===== config.mk =====
export PLATFORM = sky130hd
export DESIGN_NAME = moving_average_filter_flat
export DESIGN_NICKNAME = d
export VERILOG_FILES = /design/src/sv/mavg_pkg.sv /design/src/sv/mavg_sample_if.sv /design/src/sv/mavg_average_if.sv /design/src/sv/mavg_ram.sv /design/src/sv/mavg_window.sv /design/src/sv/mavg_divide.sv /design/src/sv/moving_average_filter.sv /design/src/flat_wrapper.sv
export SDC_FILE = /design/constraint.sdc
export NUM_CORES = 1
export LEC_CHECK = 0
export BUFFER_PORTS_ARGS = -buffer_cell sky130_fd_sc_hd__buf_4
export CAP_MARGIN = 20
export CELL_PAD_IN_SITES_DETAIL_PLACEMENT = 0
export CELL_PAD_IN_SITES_GLOBAL_PLACEMENT = 1
export CORE_MARGIN = 4
export CORE_UTILIZATION = 30
export CTS_CLUSTER_SIZE = 28
export DETAILED_ROUTE_END_ITERATION = 6
export PLACE_DENSITY_LB_ADDON = 0.1
export SYNTH_ARGS = -nofsm -noshare
export SYNTH_HDL_FRONTEND = slang
export SYNTH_SLANG_ARGS = --single-unit

===== constraint.sdc =====
create_clock -name clk -period 5.15 [get_ports clk]
set_input_delay 1.545 -clock clk [delete_from_list [all_inputs] [get_ports clk]]
set_output_delay 1.545 -clock clk [all_outputs]
set_load 0.02 [all_outputs]

===== src/sv/mavg_pkg.sv =====
`timescale 1ns / 1ps
`default_nettype none
// ----------------------------------------------------------------------------
// mavg_pkg
// Shared widths, types and divider constants of the moving average filter.
// ----------------------------------------------------------------------------
package mavg_pkg;

    // Window length in samples (1 to 256)
    localparam int WINDOW_LEN = 16;

    localparam int SAMPLE_W = 16;
    localparam int LEN_LOG  = $clog2(WINDOW_LEN);
    // Ring pointer needs at least one bit, even for a unit window
    localparam int PTR_W    = (WINDOW_LEN > 1) ? LEN_LOG : 1;
    // Exact sum of WINDOW_LEN signed samples
    localparam int SUM_W    = SAMPLE_W + LEN_LOG;

    // Division by WINDOW_LEN as multiply by a rounded-up reciprocal.
    // With a shift of SUM_W + LEN_LOG the quotient is exact for every
    // magnitude below 2**SUM_W.
    localparam int    DIV_SHIFT = SUM_W + LEN_LOG;
    localparam longint DIV_MULT =
        ((longint'(1) << DIV_SHIFT) + longint'(WINDOW_LEN) - 1) / longint'(WINDOW_LEN);
    localparam int MULT_W = SUM_W + 1;
    localparam int PROD_W = SUM_W + MULT_W;
    // Quotient magnitude reaches 2**(SAMPLE_W-1) for the most negative mean
    localparam int QUOT_W = SAMPLE_W + 1;

    typedef logic signed [SAMPLE_W-1:0] sample_t;
    typedef logic signed [SUM_W-1:0]    sum_t;
    typedef logic [PTR_W-1:0]           ptr_t;
    typedef logic [PROD_W-1:0]          prod_t;

    // Window sum handed from the window stage to the divider
    typedef struct packed {
        logic valid;
        sum_t sum;
    } sum_item_t;

endpackage : mavg_pkg
`default_nettype wire


===== src/sv/mavg_sample_if.sv =====
`timescale 1ns / 1ps
`default_nettype none
// ----------------------------------------------------------------------------
// mavg_sample_if
// Valid/ready channel that carries one input sample per item.
// ----------------------------------------------------------------------------
interface mavg_sample_if;
    import mavg_pkg::*;

    logic    valid;
    logic    ready;
    sample_t sample;

    modport source (output valid, output sample, input ready);
    modport sink   (input valid, input sample, output ready);
endinterface : mavg_sample_if
`default_nettype wire


===== src/sv/mavg_average_if.sv =====
`timescale 1ns / 1ps
`default_nettype none
// ----------------------------------------------------------------------------
// mavg_average_if
// Valid/ready channel that carries one windowed mean per item.
// ----------------------------------------------------------------------------
interface mavg_average_if;
    import mavg_pkg::*;

    logic    valid;
    logic    ready;
    sample_t average;

    modport source (output valid, output average, input ready);
    modport sink   (input valid, input average, output ready);
endinterface : mavg_average_if
`default_nettype wire


===== src/sv/mavg_ram.sv =====
`timescale 1ns / 1ps
`default_nettype none
// ----------------------------------------------------------------------------
// mavg_ram
// Generic single-clock RAM, one write and one read port, registered read.
// A read and a write to the same address in one cycle return the old data.
// ----------------------------------------------------------------------------
module mavg_ram #(
    parameter int WIDTH = 16,
    parameter int DEPTH = 16
) (
    input  wire logic                                      clk,
    input  wire logic                                      we,
    input  wire logic [((DEPTH > 1) ? $clog2(DEPTH) : 1)-1:0] waddr,
    input  wire logic [WIDTH-1:0]                          wdata,
    input  wire logic                                      re,
    input  wire logic [((DEPTH > 1) ? $clog2(DEPTH) : 1)-1:0] raddr,
    output logic      [WIDTH-1:0]                          rdata
);

    logic [WIDTH-1:0] mem [DEPTH];

    // Read-first: the read samples the array before this edge's write lands
    always_ff @(posedge clk)
    begin
        if (re)
        begin
            rdata <= mem[raddr];
        end
        if (we)
        begin
            mem[waddr] <= wdata;
        end
    end

endmodule : mavg_ram
`default_nettype wire


===== src/sv/mavg_window.sv =====
`timescale 1ns / 1ps
`default_nettype none
// ----------------------------------------------------------------------------
// mavg_window
// Ring buffer of the last WINDOW_LEN samples and the running window sum.
// Each accepted item after the first reads the oldest entry and overwrites
// it in the same cycle; stage 1 holds it until the running sum takes it.
// ----------------------------------------------------------------------------
module mavg_window (
    input  wire logic          clk,
    input  wire logic          rst_n,
    mavg_sample_if.sink        sample_ch,
    output mavg_pkg::sum_item_t sum_item,
    input  wire logic          sum_ready
);
    import mavg_pkg::*;

    // Accept-side state
    logic    primed_reg;   // first sample seen
    logic    lap_reg;      // every ring entry written at least once
    ptr_t    ptr_reg;      // oldest entry
    sample_t first_reg;    // first sample, stands in for unwritten entries

    // Stage 1: sample waiting for its old entry from the RAM
    logic    s1_valid_reg;
    logic    s1_first_reg;
    logic    s1_use_ram_reg;
    sample_t s1_sample_reg;

    // Running sum doubles as the output register
    logic    sum_valid_reg;
    sum_t    sum_reg;

    logic    accept;
    logic    s1_ready;
    logic    s1_move;
    logic    ring_write;
    sample_t old_data;
    sample_t old_entry;
    sum_t    sum_next;

    assign s1_ready        = !sum_valid_reg || sum_ready;
    assign s1_move         = s1_valid_reg && s1_ready;
    assign sample_ch.ready = !s1_valid_reg || s1_ready;
    assign accept          = sample_ch.valid && sample_ch.ready;
    assign ring_write      = accept && primed_reg;

    // Window storage
    mavg_ram #(
        .WIDTH (SAMPLE_W),
        .DEPTH (WINDOW_LEN)
    ) u_ram (
        .clk   (clk),
        .we    (ring_write),
        .waddr (ptr_reg),
        .wdata (sample_ch.sample),
        .re    (ring_write),
        .raddr (ptr_reg),
        .rdata (old_data)
    );

    // Until the ring has wrapped once, the oldest entry is the first sample
    assign old_entry = s1_use_ram_reg ? old_data : first_reg;

    // Sum update
    always_comb
    begin
        if (s1_first_reg)
        begin
            sum_next = SUM_W'(s1_sample_reg) * SUM_W'(WINDOW_LEN);
        end
        else
        begin
            sum_next = sum_reg - SUM_W'(old_entry) + SUM_W'(s1_sample_reg);
        end
    end

    // Ring pointer, fill tracking and stage 1
    always_ff @(posedge clk or negedge rst_n)
    begin
        if (!rst_n)
        begin
            primed_reg     <= 1'b0;
            lap_reg        <= 1'b0;
            ptr_reg        <= '0;
            s1_valid_reg   <= 1'b0;
            s1_first_reg   <= 1'b0;
            s1_use_ram_reg <= 1'b0;
        end
        else
        begin
            if (accept)
            begin
                s1_first_reg   <= !primed_reg;
                s1_use_ram_reg <= lap_reg;
                if (!primed_reg)
                begin
                    primed_reg <= 1'b1;
                end
                else if (ptr_reg == PTR_W'(WINDOW_LEN - 1))
                begin
                    ptr_reg <= '0;
                    lap_reg <= 1'b1;
                end
                else
                begin
                    ptr_reg <= ptr_reg + 1'b1;
                end
            end
            if (accept)
            begin
                s1_valid_reg <= 1'b1;
            end
            else if (s1_move)
            begin
                s1_valid_reg <= 1'b0;
            end
        end
    end

    // Payload registers
    always_ff @(posedge clk)
    begin
        if (accept)
        begin
            s1_sample_reg <= sample_ch.sample;
            if (!primed_reg)
            begin
                first_reg <= sample_ch.sample;
            end
        end
    end

    // Running sum
    always_ff @(posedge clk or negedge rst_n)
    begin
        if (!rst_n)
        begin
            sum_valid_reg <= 1'b0;
            sum_reg       <= '0;
        end
        else
        begin
            if (s1_move)
            begin
                sum_reg       <= sum_next;
                sum_valid_reg <= 1'b1;
            end
            else if (sum_ready)
            begin
                sum_valid_reg <= 1'b0;
            end
        end
    end

    assign sum_item.valid = sum_valid_reg;
    assign sum_item.sum   = sum_reg;

    // Checks
    a_lap_after_prime: assert property (@(posedge clk) disable iff (!rst_n)
        lap_reg |-> primed_reg)
        else $error("ring marked full before the first sample");

    a_ptr_range: assert property (@(posedge clk) disable iff (!rst_n)
        ptr_reg <= PTR_W'(WINDOW_LEN - 1))
        else $error("ring pointer beyond window");

    a_first_at_zero: assert property (@(posedge clk) disable iff (!rst_n)
        (accept && !primed_reg) |-> (ptr_reg == '0) && !lap_reg)
        else $error("first sample with ring already advanced");

    a_s1_hold: assert property (@(posedge clk) disable iff (!rst_n)
        (s1_valid_reg && !s1_ready) |=> s1_valid_reg && $stable(s1_sample_reg)
                                        && $stable(sum_reg))
        else $error("stalled item lost in window stage");

endmodule : mavg_window
`default_nettype wire


===== src/sv/mavg_divide.sv =====
`timescale 1ns / 1ps
`default_nettype none
// ----------------------------------------------------------------------------
// mavg_divide
// Divides the window sum by WINDOW_LEN, truncating toward zero: magnitude
// times reciprocal in one stage, shift and sign restore into the output
// register in the next.
// ----------------------------------------------------------------------------
module mavg_divide (
    input  wire logic           clk,
    input  wire logic           rst_n,
    input  wire mavg_pkg::sum_item_t sum_item,
    output logic                sum_ready,
    mavg_average_if.source      average_ch
);
    import mavg_pkg::*;

    localparam logic [MULT_W-1:0] RECIP = MULT_W'(DIV_MULT);

    logic              p_valid_reg;
    logic              p_neg_reg;
    prod_t             p_prod_reg;
    logic              out_valid_reg;
    sample_t           average_reg;

    logic              p_ready;
    logic              sum_neg;
    logic [SUM_W-1:0]  sum_mag;
    logic [QUOT_W-1:0] quot;
    logic [QUOT_W-1:0] quot_signed;

    assign p_ready   = !out_valid_reg || average_ch.ready;
    assign sum_ready = !p_valid_reg || p_ready;

    // Magnitude of the sum
    assign sum_neg = sum_item.sum[SUM_W-1];
    assign sum_mag = sum_neg ? (~sum_item.sum + 1'b1) : sum_item.sum;

    // Quotient and sign restore
    assign quot        = QUOT_W'(p_prod_reg >> DIV_SHIFT);
    assign quot_signed = p_neg_reg ? (~quot + 1'b1) : quot;

    // Valid bits
    always_ff @(posedge clk or negedge rst_n)
    begin
        if (!rst_n)
        begin
            p_valid_reg   <= 1'b0;
            out_valid_reg <= 1'b0;
        end
        else
        begin
            if (sum_ready)
            begin
                p_valid_reg <= sum_item.valid;
            end
            if (p_ready)
            begin
                out_valid_reg <= p_valid_reg;
            end
        end
    end

    // Payload
    always_ff @(posedge clk)
    begin
        if (sum_ready && sum_item.valid)
        begin
            p_neg_reg  <= sum_neg;
            p_prod_reg <= PROD_W'(sum_mag) * PROD_W'(RECIP);
        end
        if (p_ready && p_valid_reg)
        begin
            average_reg <= sample_t'(quot_signed[SAMPLE_W-1:0]);
        end
    end

    assign average_ch.valid   = out_valid_reg;
    assign average_ch.average = average_reg;

endmodule : mavg_divide
`default_nettype wire


===== src/sv/moving_average_filter.sv =====
`timescale 1ns / 1ps
`default_nettype none
// ----------------------------------------------------------------------------
// moving_average_filter
// Boxcar mean over the last WINDOW_LEN signed 16-bit samples.
// ----------------------------------------------------------------------------
// Takes one sample item per clock while the output does not stall and
// returns one registered average item per sample, in order. The rate of one item
// per cycle is set by the window RAM: each item reads its oldest entry and
// overwrites it in the same cycle on one read-first port, and the running
// sum absorbs one item per cycle. The divider is a constant-reciprocal
// multiply with its own register stage. Backpressure on the output stalls
// each stage only when the stage after it is full, so bubbles are squeezed
// out. The first sample after reset passes through and stands for every
// window entry until the ring has wrapped; there is no clearing pass.
// ----------------------------------------------------------------------------
module moving_average_filter (
    input  wire logic        clk,
    input  wire logic        rst_n,
    mavg_sample_if.sink      sample_ch,
    mavg_average_if.source   average_ch
);
    import mavg_pkg::*;

    sum_item_t sum_item;
    logic      sum_ready;

    // Ring buffer and running sum
    mavg_window u_window (
        .clk       (clk),
        .rst_n     (rst_n),
        .sample_ch (sample_ch),
        .sum_item  (sum_item),
        .sum_ready (sum_ready)
    );

    // Divide by window length
    mavg_divide u_divide (
        .clk        (clk),
        .rst_n      (rst_n),
        .sum_item   (sum_item),
        .sum_ready  (sum_ready),
        .average_ch (average_ch)
    );

endmodule : moving_average_filter
`default_nettype wire

===== src/flat_wrapper.sv =====
// flat-port wrapper written by rule: the top's interface ports become plain ports
module moving_average_filter_flat import mavg_pkg::*;
  (clk, rst_n, sample_ch_valid, sample_ch_sample, sample_ch_ready, average_ch_valid, average_ch_average, average_ch_ready);
  mavg_sample_if sample_ch_i ();
  mavg_average_if average_ch_i ();
  input  wire logic clk;
  input  wire logic rst_n;
  input wire logic [$bits(sample_ch_i.valid)-1:0] sample_ch_valid;
  input wire logic [$bits(sample_ch_i.sample)-1:0] sample_ch_sample;
  output wire logic [$bits(sample_ch_i.ready)-1:0] sample_ch_ready;
  output wire logic [$bits(average_ch_i.valid)-1:0] average_ch_valid;
  output wire logic [$bits(average_ch_i.average)-1:0] average_ch_average;
  input wire logic [$bits(average_ch_i.ready)-1:0] average_ch_ready;
  assign sample_ch_i.valid = sample_ch_valid;
  assign sample_ch_i.sample = sample_ch_sample;
  assign sample_ch_ready = sample_ch_i.ready;
  assign average_ch_valid = average_ch_i.valid;
  assign average_ch_average = average_ch_i.average;
  assign average_ch_i.ready = average_ch_ready;
  moving_average_filter u_core (.clk(clk), .rst_n(rst_n), .sample_ch(sample_ch_i), .average_ch(average_ch_i));
endmodule

==> results.md <==
| Quantity | Value |
| --- | --- |
| Result of the run | complete, no violations |
| Max Clock Freq | 250.6 MHz |
| X dimension of the die | 237.9 um |
| Most area-consuming cells after synthesis | sky130_fd_sc_hd__edfxtp_1 64%, sky130_fd_sc_hd__mux4_2 11%, sky130_fd_sc_hd__dfrtp_1 5.1% |
| Detailed-router iteration count before antenna repair | 4 |
| Worst path required time | 5660 ps |
| Number of input and output port buffers inserted | 37 |
| TritonCTS buffer count | 44 |
| Final net count | 1061 |
| Maximum clock skew at final layout | 30.29 ps |
| Prevailing post-synth register cell | sky130_fd_sc_hd__edfxtp_1 |
| Kind of launch point of the worst setup path | register |
| Maximum number of pins on one net before global-route repair | 45 |
| Leakage component of the power | 6.391 nW |
| Number of placement rows | 83 |
| Max-cap violations | 0 |
| Top-level port count | 38 |
| Setup bufs post-CTS | 0 |
| Number of global-route vias before repair | 8578 |
| Maximum level of the CTS H-tree | 2 |
| Startpoint of the worst-slack reg-to-reg timing path | u_core.u_window.s1_use_ram_reg |
| Number of antenna violations at the first check in global routing | 0 |
| PostCTS Resize Cnt | 0 |
| Pwr per Cell Area | 597.2 nW/um2 |
| Most numerous cell types in the synthesized netlist | 337 x sky130_fd_sc_hd__edfxtp_1, 82 x sky130_fd_sc_hd__inv_1, 80 x sky130_fd_sc_hd__mux4_2 |
| Vias | 8050 |
| Crit end category | register |
| Slew at the pin closest to its max-slew limit | 992.5 ps |
| Initial cell density of the core | 30.59% |
| Number of instances in the synthesized netlist | 918 |
| Maximum VDD drop | 0.0002555 V |
| Path type of the worst setup path | reg -> reg |
| Post-detailed-placement half-perimeter wirelength | 24310 um |
| Post-Route M1 WL | 16430 um |
| Final global-route overflow total | 0 |
| Syn-to-layout area delta | 16.82% |
| Worst Setup SP | u_core.u_window.s1_use_ram_reg |
| Wire length of the first global-routing pass | 56100 um |
| Count leader, synth | sky130_fd_sc_hd__edfxtp_1 |
| Via density per instance | 4.713 |
| Yosys warnings | 0 |
| Final wirelength | 37370 um |
| Flop and latch count out of synthesis | 369 |
| Synthesized cell area | 15850 um2 |
| Register area share after synthesis | 68.89% |
| Mean post-synth cell area | 17.27 um2 |
| Final GP Congestion | 0.7604 |
| Net count after synthesis | 983 |
| Average detailed-routed wire length per instance | 21.88 um |
| Clk sink count | 369 |
| Highest routing layer actually used | met4 |
| Hold Startpoint | u_core.u_window.lap_reg |
| Minimum clock period after layout | 3990 ps |
| Type of the tightest min-delay check | reg -> reg |
| Biggest fanout along the worst timing path | 7 |
| Part of the cycle the worst path needs | 77.48% |
| Initial DRC Count | 377 |
| Util after Layout | 35.73% |
| Met2 wirelength from detailed routing | 18230 um |
| Y dimension of the die | 237.9 um |
| Clock-pin slew on the worst setup and hold paths | 50 ps |
| Share of flip-flops with an asynchronous set or reset after synthesis | 8.672% |
| Total DRC errors in the routed layout | 0 |
| Fill cells | 4905 |
| Max-slew headroom | 33.84% |
| Overall global routing resource usage | 13.25% |
| Clock network latency to the later pin of the worst-skew pair | 570 ps |
| Largest area contributor in the netlist | sky130_fd_sc_hd__edfxtp_1 |
| Final slew viol count | 0 |
| Final count of negative-setup-slack endpoints | 0 |
| Max Root-Sink Buffers | 3 |
| Number of enable-type register cells in the synthesized netlist | 337 |
| Die Area | 56580 um2 |
| # hold bufs at CTS | 0 |
| Root buffer cell | sky130_fd_sc_hd__clkbuf_16 |
| DR WL met3 | 1719 um |
| Max reg flops | 256 |
| Area share of the leading cell type in the synthesized netlist | 63.84% |
| Unrepaired setup endpoints after global routing | false |
| Std-Cell Core Area | 51820 um2 |
| Aggregate negative setup slack | 0 ps |
| Share of cells above drive strength 1 | 24.25% |
| Final antenna-violating net count | 0 |
| CP arrival | 4500 ps |
| Hold violation count in the final report | 0 |
| Number of unique standard cell types used by synthesis | 48 |
| TritonCTS clock tree | yes |
## final timing paths
path,slack [ps],endpoint,depth (start not counted)
max,1160,u_core.u_window.sum_reg[19],12
min,480,u_core.u_window.lap_reg,1
max reg2reg,1160,u_core.u_window.sum_reg[19],12
min reg2reg,480,u_core.u_window.lap_reg,1
max in group asynchronous,3820,u_core.u_window.ptr_reg[0],1
min in group asynchronous,930,u_core.u_divide.p_valid_reg,1
## area by class of cell
| type | instances | area (um2) | share of cell area, % |
|---|---|---|---|
| antenna | 1 | 2.502 | 0.01351 |
| clock buffer | 54 | 1169 | 6.311 |
| clock inverter | 23 | 146.4 | 0.7905 |
| inverter | 82 | 307.8 | 1.662 |
| multi-input combinational | 433 | 4546 | 24.55 |
| sequential | 369 | 10930 | 59.00 |
| tap | 680 | 850.8 | 4.595 |
| timing repair buffer | 66 | 570.5 | 3.081 |
## metal layers
metal,vias to the layer above,track usage [%]
li1,3687,-
met1,4165,17.70
met2,141,21.85
met3,57,2.497
met4,0,4.600
met5,-,0
## worst max-delay path: stages (launching register included)
cell and delay (ps):
sky130_fd_sc_hd__dfrtp_1 490, sky130_fd_sc_hd__mux2_2 380, sky130_fd_sc_hd__fa_1 530, sky130_fd_sc_hd__inv_1 60, sky130_fd_sc_hd__ha_1 310, sky130_fd_sc_hd__a211oi_1 320
sky130_fd_sc_hd__o21ai_0 300, sky130_fd_sc_hd__a211oi_1 440, sky130_fd_sc_hd__nor2_1 130, sky130_fd_sc_hd__a311oi_1 350, sky130_fd_sc_hd__xnor2_1 130, sky130_fd_sc_hd__or4_1 400
sky130_fd_sc_hd__nand3_1 90
## stage by stage
stage / area (um2) / setup slack [ps] / power, W / instances / hold slack [ps]
after floorplan: 15850 / 83.39 / 0.007073 / 918 / 423.1
after global placement: 17200 / 1238 / 0.008417 / 1630 / 466.1
after detailed placement: 17200 / 1180 / 0.008382 / 1630 / 470.5
after CTS: 18520 / 1168 / 0.01129 / 1707 / 484.3
after global routing: 18520 / 960.2 / 0.01181 / 1707 / 497.5
final: 18520 / 1160 / 0.01106 / 1708 / 485.0
## power by group
| part | internal, W | switching [W] |
|---|---|---|
| combinational | 0.00178 | 0.00216 |
| sequential | 0.00385 | 0.000437 |
| clock | 0.00161 | 0.00122 |
| total | 0.00724 | 0.00382 |
## cells by family (layout without fill, tap and decap cells)
family / after synthesis / in the layout / synth area share, %
buf+inv: 116 / 225 / 2.747
other cells: 0 / 1 / 0
xor+xnor: 42 / 42 / 2.321
fa+ha+maj: 45 / 45 / 4.452
compound gates: 110 / 110 / 4.515
mux: 100 / 100 / 12.75
flops: 369 / 369 / 68.89
simple gates: 136 / 136 / 4.325
## placed cells by master, fill, tap and decap left out, types with 12 or more instances in the layout
cell type and instances:
sky130_fd_sc_hd__buf_4 60, sky130_fd_sc_hd__dfrtp_1 30, sky130_fd_sc_hd__edfxtp_1 337, sky130_fd_sc_hd__nand2_1 37, sky130_fd_sc_hd__mux4_2 80, sky130_fd_sc_hd__xnor2_1 34
sky130_fd_sc_hd__o21ai_0 27, sky130_fd_sc_hd__a211oi_1 14, sky130_fd_sc_hd__clkbuf_16 44, sky130_fd_sc_hd__nor2_1 24, sky130_fd_sc_hd__inv_1 82, sky130_fd_sc_hd__mux2_2 15
sky130_fd_sc_hd__a21oi_1 23, sky130_fd_sc_hd__fa_1 19, sky130_fd_sc_hd__ha_1 26, sky130_fd_sc_hd__nor2_2 12
(Power assumes the default switching activity.)
